**config.mk**
```make
export PLATFORM = sky130hd
export DESIGN_NAME = mme_cell
export DESIGN_NICKNAME = d
export VERILOG_FILES = /design/src/rtl/core/mme_pkg.sv /design/src/rtl/core/mme_cell.sv
export SDC_FILE = /design/constraint.sdc
export NUM_CORES = 1
export LEC_CHECK = 0
export ABC_AREA = 1
export BUFFER_PORTS_ARGS = -buffer_cell sky130_fd_sc_hd__buf_2
export CORE_ASPECT_RATIO = 1.25
export CORE_MARGIN = 1.5
export CORE_UTILIZATION = 30
export CTS_CLUSTER_DIAMETER = 200
export DETAILED_ROUTE_END_ITERATION = 8
export GPL_TIMING_DRIVEN = 0
export PLACE_DENSITY = 0.51
export SLEW_MARGIN = 20
export SYNTH_ARGS = -nofsm -noshare
export SYNTH_HDL_FRONTEND = slang
export SYNTH_SLANG_ARGS = --single-unit
```
**constraint.sdc**
```tcl
create_clock -name clock -period 8.1 [get_ports clock]
set_clock_uncertainty 0.15 [all_clocks]
set_input_delay 1.62 -clock clock [delete_from_list [all_inputs] [get_ports clock]]
set_output_delay 1.62 -clock clock [all_outputs]
set_load 0.02 [all_outputs]
```
**src/rtl/core/mme_pkg.sv**
```systemverilog
// Shared types and constants for the matrix multiply engine.
// Depends on nothing; imported by mme_cell and matrix_multiply_engine.
`timescale 1ns / 1ps
package mme_pkg;

   // Default build sizes
   localparam int MAX_DIM_DEF    = 8;
   localparam int ELEM_WIDTH_DEF = 16;

   // Field widths of the ports
   localparam int FUNC_W  = 2;
   localparam int POS_W   = 3;
   localparam int VALUE_W = 16;
   localparam int SUM_W   = 32;
   localparam int DIM_W   = 4;
   localparam int CSR_W   = 2;

   // Operation codes of an item
   typedef enum logic [FUNC_W-1:0] {
      FUNC_LOAD_LEFT  = 2'd0,
      FUNC_LOAD_RIGHT = 2'd1,
      FUNC_START      = 2'd2,
      FUNC_UNUSED     = 2'd3
   } func_type;

   // Configuration register indexes
   typedef enum logic [CSR_W-1:0] {
      CSR_NUM_ROWS  = 2'd0,
      CSR_INNER_DIM = 2'd1,
      CSR_NUM_COLS  = 2'd2,
      CSR_NONE      = 2'd3
   } csr_index_type;

   localparam logic [DIM_W-1:0] DIM_RESET = 4'd8;

   // Token handed along the chain of cells
   typedef struct packed {
      logic valid;
      logic ends;
   } tok_ctl_type;

endpackage

```
**src/rtl/core/mme_cell.sv**
```systemverilog
// One column cell: holds a column of the right matrix and one accumulator.
// Depends on mme_pkg; instantiated in a chain by matrix_multiply_engine.
`timescale 1ns / 1ps
module mme_cell #(
   parameter int MAX_DIM    = mme_pkg::MAX_DIM_DEF,
   parameter int ELEM_WIDTH = mme_pkg::ELEM_WIDTH_DEF,
   localparam int IDX_W     = (MAX_DIM > 1) ? $clog2(MAX_DIM) : 1,
   localparam int ACC_W     = 2 * ELEM_WIDTH + $clog2(MAX_DIM + 1) + 1
) (
   input  logic                          clock,
   input  logic                          reset,
   input  logic                          clear,
   input  logic                          wr_en,
   input  logic [IDX_W-1:0]              wr_row,
   input  logic signed [ELEM_WIDTH-1:0]  wr_data,
   input  mme_pkg::tok_ctl_type          in_ctl,
   input  logic [IDX_W-1:0]              in_k,
   input  logic signed [ELEM_WIDTH-1:0]  in_a,
   output mme_pkg::tok_ctl_type          out_ctl,
   output logic [IDX_W-1:0]              out_k,
   output logic signed [ELEM_WIDTH-1:0]  out_a,
   output logic signed [ACC_W-1:0]       acc
);
   import mme_pkg::*;

   logic signed [ELEM_WIDTH-1:0]   col_ff [MAX_DIM];
   tok_ctl_type                    ctl_ff;
   logic [IDX_W-1:0]               k_ff;
   logic signed [ELEM_WIDTH-1:0]   a_ff;
   logic                           pvalid_ff;
   logic signed [2*ELEM_WIDTH-1:0] prod_ff;
   logic signed [2*ELEM_WIDTH-1:0] prod_in;
   logic signed [ACC_W-1:0]        acc_ff;

   // Write one element of this column
   always_ff @(posedge clock) begin
      if (wr_en) begin
         col_ff[wr_row] <= wr_data;
      end
   end

   assign prod_in = in_a * col_ff[in_k];

   // Pass the token on and register the product
   always_ff @(posedge clock) begin
      if (reset) begin
         ctl_ff    <= '0;
         pvalid_ff <= 1'b0;
      end else begin
         ctl_ff    <= in_ctl;
         pvalid_ff <= in_ctl.valid;
      end
      k_ff    <= in_k;
      a_ff    <= in_a;
      prod_ff <= prod_in;
   end

   // Accumulate the products of one dot product
   always_ff @(posedge clock) begin
      if (reset || clear) begin
         acc_ff <= '0;
      end else if (pvalid_ff) begin
         acc_ff <= acc_ff + ACC_W'(prod_ff);
      end
   end

   assign out_ctl = ctl_ff;
   assign out_k   = k_ff;
   assign out_a   = a_ff;
   assign acc     = acc_ff;

endmodule

```
==> results.sh, run 1 <==
export IMPL_whs_endpoint="acc[0]"
export IMPL_clock_fmax_ghz=0.128
export IMPL_clock_sinks=218
export IMPL_final_min_clock_period_ns=7.80
export IMPL_syn_area_per_cell_sq_um=8.66
export IMPL_dieArea_sq_um=67900
export IMPL_grt_usage_pct=17.7
export IMPL_ys_ff_latch=218
export IMPL_first_global_vias=16600
export IMPL_yosysTopAreaCell="fa_1"
export IMPL_dr_pass1_iters=5
export IMPL_vias=15500
export IMPL_grt_first_pass_wirelength_um=93100
export IMPL_syn_nets=2724
export IMPL_final_common_cell="inv_1"
export IMPL_start_kind="primary input"
export IMPL_outcome="finished, final reports clean"
export IMPL_r2r_end="prod_ff[31]"
export IMPL_avgRoutedWirePerCell_um=17.8
export IMPL_core_area_sq_um=65700
export IMPL_yosysSeqAreaShare_pct=28.4
export IMPL_cts_buffer_depth=3
export IMPL_min_period_over_period_pct=96.3
export IMPL_drt_initial_drc_count=798
export IMPL_wl_met2_um=28900
export IMPL_final_max_slew_violation_count=0
export IMPL_hold_start="acc[0]"
export IMPL_path_common_cell="fa_1"
export IMPL_synth_top_area_share_pct=26.5
export IMPL_met3_length_um=2460
export IMPL_endpoint_kind="flop"
export IMPL_holdWs_ns=0.348
export IMPL_cts_tree="yes"
export IMPL_num_io_pins=102
export IMPL_crit_required_ns=8.40
export IMPL_slowest_delay_ns=0.53
export IMPL_cts_root_buf="clkbuf_16"
export IMPL_r2r_start="col_ff[2][4]"
export IMPL_criticalPathCategory="primary input to flop"
export IMPL_wl_met1_um=25700
export IMPL_worstPathArrival_ns=8.10
export IMPL_synth_distinct_cells=45
export IMPL_crit_slowest_cell="fa_1"
export IMPL_worst_slew_pin_slew_ns=0.798
export IMPL_place_congestion=0.945
export IMPL_clock_latency_ns=0.57
export IMPL_reg2reg_depth=23
export IMPL_gr_total_overflow=0
export IMPL_n_antenna_cell=0
export IMPL_finalHoldViolCount=0
export IMPL_critPathMaxFanout=10
export IMPL_synth_area_sq_um=19900
export IMPL_maxCapViolCount=0
export IMPL_core_rowCount=105
export IMPL_start_util_pct=30.3
export IMPL_ant_nets=0
export IMPL_synth_area_top_cells="fa_1 26%, edfxtp_1 19%, dfxtp_1 9.1%"
export IMPL_fp_dieW_um=233
export IMPL_fillerInstances=6952
export IMPL_wl_um=59100
export IMPL_cts_buffers=26
export IMPL_vias_per_cell=4.68
export IMPL_hp_class="flop to flop"
export IMPL_rrSetupSlack_ns=1.65
export IMPL_rsz0062_at_grt="false"
export IMPL_utilization_pct=34.2
export IMPL_yosys_warnings=0
export IMPL_die_height_um=291
export IMPL_synthCells=2299
export IMPL_final_cell_mix="441 x inv_1, 375 x nand2_1, 370 x nor2_1"
export IMPL_path_clk_slew_ns=0.06
export IMPL_cts_hold_buffers_added=0
export IMPL_antenna_found_initial=1
export IMPL_setup_viol=0
export IMPL_htreeDepth=1
export IMPL_highest_layer="met5"
export IMPL_drive_gt1_share_pct=9.74
export IMPL_slew_headroom_pct=46.3
export IMPL_min_path_cells=2
export IMPL_grt_start_max_net_pins=17
export IMPL_fin_nets=2858
export IMPL_hpwl_um=48300
export IMPL_area_growth_pct=12.8
export IMPL_io_buffers=101
export IMPL_drc=0
[metal layers]
metal  vias up  GRT usage [%]
met1      7576           22.8
li1       7414              -
met4         2           6.07
met3       101           1.98
met5         -              0
met2       381           30.7
[cell usage after synthesis (all sizes together)]
cell    count
o22ai       2
nor3        6
clkinv      7
ha        118
fa        263
a21oi      81
clkbuf     17
nand3b      1
nor3b       2
a21boi      3
xor2       34
xnor2      16
o211ai      2
a31oi       2
nor2      382
inv       453
or2         2
o21a        2
a21o        9
o21ai     119
nand3      63
a211oi      1
o21bai     13
a221oi      1
edfxtp    128
o221ai     33
dfxtp      90
buf        42
nand4      14
nand2     390
nor4        3
[cells by family (layout without fill, tap and decap cells)]
group | count (synthesis) | after routing | synth area share (%)
simple gates | 863 | 863 | 17.3
buf+inv | 519 | 673 | 10.3
compound gates | 268 | 268 | 8.01
flops | 218 | 218 | 28.4
xor+xnor | 50 | 50 | 2.20
fa+ha+maj | 381 | 381 | 33.9
[what timing repair did]
item,4_1_cts,5_1_grt
pin swaps,0,2
hold endpoints to repair,0,0
gates resized for setup,3,13
buffers inserted,0,4
endpoints found under the setup margin,3,9
[worst max-delay path, delay by kind of cell]
| family | cells | cell delay (ns) |
|---|---|---|
| adder cells (fa/ha/maj) | 7 | 3.32 |
| buffers and inverters | 11 | 1.27 |
| XOR/XNOR | 1 | 0.13 |
| AO/OA/AOI/OAI | 3 | 0.39 |
| AND/OR/NAND/NOR | 7 | 1.33 |
[how the worst max path moves through the flow]
stage | slack [ns] | end | from | depth (start not counted)
2_1_floorplan | 0.70 | prod_ff[31] | in_k[0] | 24
3_3_place_gp | -0.70 | prod_ff[31] | in_k[2] | 21
3_5_place_dp | -0.75 | prod_ff[31] | in_k[2] | 23
4_1_cts | 0.12 | prod_ff[24] | in_k[2] | 26
5_1_grt | 0.007 | prod_ff[31] | in_k[0] | 28
6_report | 0.30 | prod_ff[24] | in_k[0] | 29
[stage by stage]
stage | worst slack [ns] | std cells | instance area [sq um] | TNS (ns)
floorplan | 0.696 | 2299 | 19900 | 0
global placement | -0.695 | 3256 | 21500 | -6.35
detailed placement | -0.746 | 3257 | 21500 | -6.59
CTS | 0.120 | 3305 | 22400 | 0
global route | 0.00653 | 3309 | 22400 | 0
finish | 0.300 | 3309 | 22400 | 0
[layout make-up]
type / count / area, sq um / area share [%]
Sequential cell: 218 / 5650 / 25.2
Timing Repair Buffer: 106 / 551 / 2.45
Buffer: 59 / 324 / 1.44
Multi-Input combinational cell: 1562 / 12300 / 54.8
Clock buffer: 38 / 736 / 3.28
Clock inverter: 10 / 95.1 / 0.424
Inverter: 460 / 1730 / 7.71
Tap cell: 856 / 1070 / 4.77
[state kept, by name, indices dropped and copies added (netlist names)]
register	count
out_k	3
pvalid_ff	1
out_ctl	1
prod_ff	32
col_ff	128
acc	37
out_a	16
Power of run 1 is not shown: default switching activity piles up to over one toggle a cycle in this logic, so the estimate is an artifact.
==> run 2: changes to the inputs <==
--- a/config.mk
+++ b/config.mk
@@ -8,7 +8,6 @@
 export ABC_AREA = 1
 export BUFFER_PORTS_ARGS = -buffer_cell sky130_fd_sc_hd__buf_2
 export CORE_ASPECT_RATIO = 1.25
-export CORE_MARGIN = 1.5
 export CORE_UTILIZATION = 30
 export CTS_CLUSTER_DIAMETER = 200
 export DETAILED_ROUTE_END_ITERATION = 8
==> results.sh, run 2 (synthesis results as in run 1) <==
export IMPL_max_flop_register="col_ff"
export IMPL_io_buffers=101
export IMPL_ant_nets=0
export IMPL_core_area_sq_um=65600
export IMPL_grt_first_pass_wirelength_um=92500
export IMPL_fp_dieW_um=232
export IMPL_crit_slowest_cell="fa_2"
export IMPL_vias_per_cell=4.69
export IMPL_core_rowCount=105
export IMPL_dieArea_sq_um=67400
export IMPL_dr_pass1_iters=5
export IMPL_min_period_over_period_pct=96.2
export IMPL_grt_usage_pct=17.9
export IMPL_avgRoutedWirePerCell_um=18.0
export IMPL_maxCapViolCount=0
export IMPL_vias=15600
export IMPL_final_common_cell="inv_1"
export IMPL_num_io_pins=102
export IMPL_dpl_cell_area_sq_um=21600
export IMPL_cts_buffers=27
export IMPL_worst_slew_pin_slew_ns=0.850
export IMPL_antenna_found_initial=0
export IMPL_die_height_um=290
export IMPL_rsz0062_at_grt="false"
export IMPL_fin_area_sq_um=22600
export IMPL_htreeDepth=1
export IMPL_hpwl_um=49000
export IMPL_cts_root_buf="clkbuf_16"
export IMPL_dp_slack_ns=-0.824
export IMPL_path_clk_slew_ns=0.06
export IMPL_outcome="finished, final reports clean"
export IMPL_fillerInstances=6848
export IMPL_critPathMaxFanout=10
export IMPL_cp_num_buf_inv=8
export IMPL_final_max_slew_violation_count=0
export IMPL_clock_latency_ns=0.58
export IMPL_utilization_pct=34.5
export IMPL_start_util_pct=30.4
export IMPL_first_global_vias=16500
export IMPL_start_kind="primary input"
export IMPL_finalHoldViolCount=0
export IMPL_clock_sinks=218
export IMPL_n_antenna_cell=0
export IMPL_crit_required_ns=8.45
export IMPL_slowest_delay_ns=0.65
export IMPL_grt_start_max_net_pins=17
export IMPL_drt_initial_drc_count=946
export IMPL_final_min_clock_period_ns=7.79
export IMPL_fin_nets=2867
export IMPL_hp_class="flop to flop"
export IMPL_cts_hold_buffers_added=0
export IMPL_crit_family="adder cells"
export IMPL_cts_buffer_depth=3
export IMPL_largest_register_ffs=128
export IMPL_place_congestion=0.953
export IMPL_criticalPathCategory="primary input to flop"
export IMPL_worstPathArrival_ns=8.14
export IMPL_setup_viol=0
export IMPL_final_cell_mix="438 x inv_1, 374 x nand2_1, 368 x nor2_1"
export IMPL_area_growth_pct=13.6
export IMPL_clock_fmax_ghz=0.128
export IMPL_gr_total_overflow=0
export IMPL_setup_slack_ns=0.310
export IMPL_drc=0
export IMPL_wl_um=59600
export IMPL_slew_headroom_pct=42.8
export IMPL_endpoint_kind="flop"
export IMPL_cts_tree="yes"
export IMPL_drive_gt1_share_pct=10.7
run 2: final cells by class:
class	count	area, sq um	area share, %
multi-input combinational	1562	12300	54.3
inverter	460	1730	7.66
timing repair buffer	114	629	2.78
clock buffer	31	711	3.14
tap	856	1070	4.74
buffer	59	324	1.43
clock inverter	18	210	0.930
sequential	218	5650	25.0
run 2: final timing paths:
check / from / endpoint / slack [ns] / cells after the start
setup reg to reg: col_ff[2][4] / prod_ff[31] / 1.67 / 22
hold reg to reg: acc[36] / acc[36] / 0.35 / 2
hold / removal: acc[36] / acc[36] / 0.35 / 2
setup / recovery: in_k[2] / prod_ff[31] / 0.31 / 25
run 2: layer usage:
metal / GRT usage, % / up-vias / share of wire [%]
li1: - / 7436 / -
met1: 21.6 / 7613 / 41
met5: 0 / - / 0
met4: 7.37 / 0 / 4.4
met2: 31.7 / 408 / 50
met3: 2.09 / 110 / 4.2
run 2: what timing repair did:
action                                  4_1_cts  5_1_grt
hold endpoints to repair                      0        0
resized for setup                             4       21
buffers inserted                              0        8
endpoints found under the setup margin        3        9
pin swaps                                     0        4
run 2: through the flow:
stage | hold slack [ns] | instances | TNS [ns]
after floorplan | 0.405 | 2299 | 0
after global placement | 0.330 | 3256 | -5.83
after detailed placement | 0.348 | 3261 | -6.10
after CTS | 0.357 | 3310 | 0
after global routing | 0.385 | 3318 | 0
final | 0.354 | 3318 | 0
run 2: worst min-delay path: stages, from the launching register on:
cell     delay, ns
dfxtp_1       0.33
nand2_1       0.08
a21oi_2       0.05
Power of run 2 is left out for the same reason.
==> run 3: changes to the inputs <==
--- a/config.mk
+++ b/config.mk
@@ -7,12 +7,14 @@
 export LEC_CHECK = 0
 export ABC_AREA = 1
 export BUFFER_PORTS_ARGS = -buffer_cell sky130_fd_sc_hd__buf_2
+export CAP_MARGIN = 10
 export CORE_ASPECT_RATIO = 1.25
 export CORE_UTILIZATION = 30
 export CTS_CLUSTER_DIAMETER = 200
 export DETAILED_ROUTE_END_ITERATION = 8
 export GPL_TIMING_DRIVEN = 0
 export PLACE_DENSITY = 0.51
+export REMOVE_ABC_BUFFERS = 1
 export SLEW_MARGIN = 20
 export SYNTH_ARGS = -nofsm -noshare
 export SYNTH_HDL_FRONTEND = slang
==> results.sh, run 3 (synthesis results as in run 1) <==
export IMPL_dr_pass1_iters=5
export IMPL_hpwl_um=45300
export IMPL_whs_endpoint="acc[36]"
export IMPL_final_max_slew_violation_count=0
export IMPL_fin_nets=2803
export IMPL_multiInputGateArea_sq_um=12300
export IMPL_drive_gt1_share_pct=8.80
export IMPL_min_period_over_period_pct=96.2
export IMPL_core_rowCount=105
export IMPL_largest_register_ffs=128
export IMPL_min_path_cells=2
export IMPL_crit_required_ns=8.42
export IMPL_maxCapViolCount=0
export IMPL_start_kind="primary input"
export IMPL_grtUsageMet1_pct=20.1
export IMPL_finalHoldViolCount=0
export IMPL_start_util_pct=30.4
export IMPL_reg2reg_depth=21
export IMPL_vias_per_cell=4.68
export IMPL_endpoint_kind="flop"
export IMPL_r2r_end="prod_ff[31]"
export IMPL_drt_initial_drc_count=725
export IMPL_first_global_vias=16300
export IMPL_slew_headroom_pct=44.0
export IMPL_rrSetupSlack_ns=1.68
export IMPL_critPathMaxFanout=66
export IMPL_path_clk_slew_ns=0.06
export IMPL_r2r_start="col_ff[1][1]"
export IMPL_htreeDepth=1
export IMPL_final_common_cell="inv_1"
export IMPL_cts_root_buf="clkbuf_16"
export IMPL_ant_nets=0
export IMPL_area_growth_pct=12.0
export IMPL_cts_tree="yes"
export IMPL_vias=15200
export IMPL_setup_viol=0
export IMPL_clock_fmax_ghz=0.128
export IMPL_dieArea_sq_um=67400
export IMPL_cts_buffer_depth=3
export IMPL_io_buffers=101
export IMPL_fillerInstances=6843
export IMPL_worst_slew_pin_slew_ns=0.832
export IMPL_die_height_um=290
export IMPL_grt_first_pass_wirelength_um=89100
export IMPL_clock_sinks=218
export IMPL_wl_um=56700
export IMPL_met2_usage_pct=30.8
export IMPL_cts_buffers=27
export IMPL_clock_latency_ns=0.58
export IMPL_antenna_found_initial=3
export IMPL_outcome="finished, final reports clean"
export IMPL_worstPathArrival_ns=8.11
export IMPL_cts_hold_buffers_added=0
export IMPL_hp_class="flop to flop"
export IMPL_drc=0
export IMPL_criticalPathCategory="primary input to flop"
export IMPL_grt_usage_pct=17.0
export IMPL_seqCellArea_sq_um=5650
export IMPL_avgRoutedWirePerCell_um=17.4
export IMPL_fp_dieW_um=232
export IMPL_hold_start="acc[36]"
export IMPL_grt_busiest_layer="met2"
export IMPL_fin_area_sq_um=22300
export IMPL_gr_usage_met3_pct=1.85
export IMPL_max_flop_register="col_ff"
export IMPL_final_min_clock_period_ns=7.79
export IMPL_rsz0062_at_grt="true"
export IMPL_core_area_sq_um=65600
export IMPL_final_cell_mix="440 x inv_1, 371 x nand2_1, 370 x nor2_1"
export IMPL_place_congestion=0.945
export IMPL_dpl_cell_area_sq_um=21300
export IMPL_gr_total_overflow=0
export IMPL_grt_start_max_net_pins=67
export IMPL_num_io_pins=102
run 3: cell count changes in the layout (fill, tap and decap cells not counted), sizes merged:
cell,delta
buf,-48
clkinvlp,-2
clkinv,-3
clkbuf,-11
diode,+3
inv,+1
bufinv,-1
run 3: repair_timing:
item	4_1_cts	5_1_grt
setup endpoints to repair	20	11
setup buffers	4	0
gates resized for setup	8	18
run 3: metal layers:
metal	wire length [um]	vias to the layer above
met5	11	-
met4	2620	2
met3	2180	125
met2	28600	357
met1	23300	7436
li1	-	7319
run 3: worst max-delay path by stage:
| stage | start | endpoint | slack (ns) |
|---|---|---|---|
| final | in_k[0] | prod_ff[31] | 0.31 |
| after global routing | in_k[0] | prod_ff[31] | -0.05 |
| after CTS | in_k[0] | prod_ff[31] | 0.03 |
| after detailed placement | in_k[0] | prod_ff[25] | -1.46 |
| after global placement | in_k[0] | prod_ff[31] | -1.34 |
| after floorplan | in_k[0] | prod_ff[31] | 0.63 |
run 3: area by class of cell:
cell class | instances | area share, %
Multi-Input combinational cell | 1562 | 55.2
Sequential cell | 218 | 25.4
Inverter | 460 | 7.88
Tap cell | 856 | 4.81
Clock buffer | 36 | 3.32
Timing Repair Buffer | 109 | 2.76
Clock inverter | 13 | 0.696
Antenna cell | 3 | 0.0337
run 3: critical path, stage by stage:
cell and delay (ns):
clkbuf_8 0.27, inv_16 0.29, o21ai_0 0.14, o221ai_1 0.24
nand2_2 0.32, inv_1 0.19, nand2_1 0.12, fa_1 0.52
inv_1 0.07, fa_2 0.67, inv_1 0.12, fa_1 0.49
fa_1 0.57, fa_1 0.44, fa_1 0.49, inv_1 0.04
ha_1 0.37, nand2_1 0.15, nor2_1 0.20, nand2_1 0.12
or2_2 0.30, nand3_1 0.10, nand2_1 0.06, inv_1 0.07
nor2_1 0.04
run 3: stage by stage:
| step | utilization, % | cells | worst slack (ns) | TNS, ns | hold WS [ns] |
|---|---|---|---|---|---|
| 2_1_floorplan | - | 2240 | 0.632 | 0 | 0.407 |
| 3_3_place_gp | 32.3 | 3197 | -1.34 | -20.75 | 0.352 |
| 3_5_place_dp | 32.4 | 3201 | -1.46 | -23.95 | 0.365 |
| 4_1_cts | 33.9 | 3254 | 0.0292 | 0 | 0.374 |
| 5_1_grt | 34.0 | 3256 | -0.0501 | -0.0711 | 0.415 |
| 6_report | 34.0 | 3257 | 0.308 | 0 | 0.367 |
Power of run 3 is left out for the same reason.
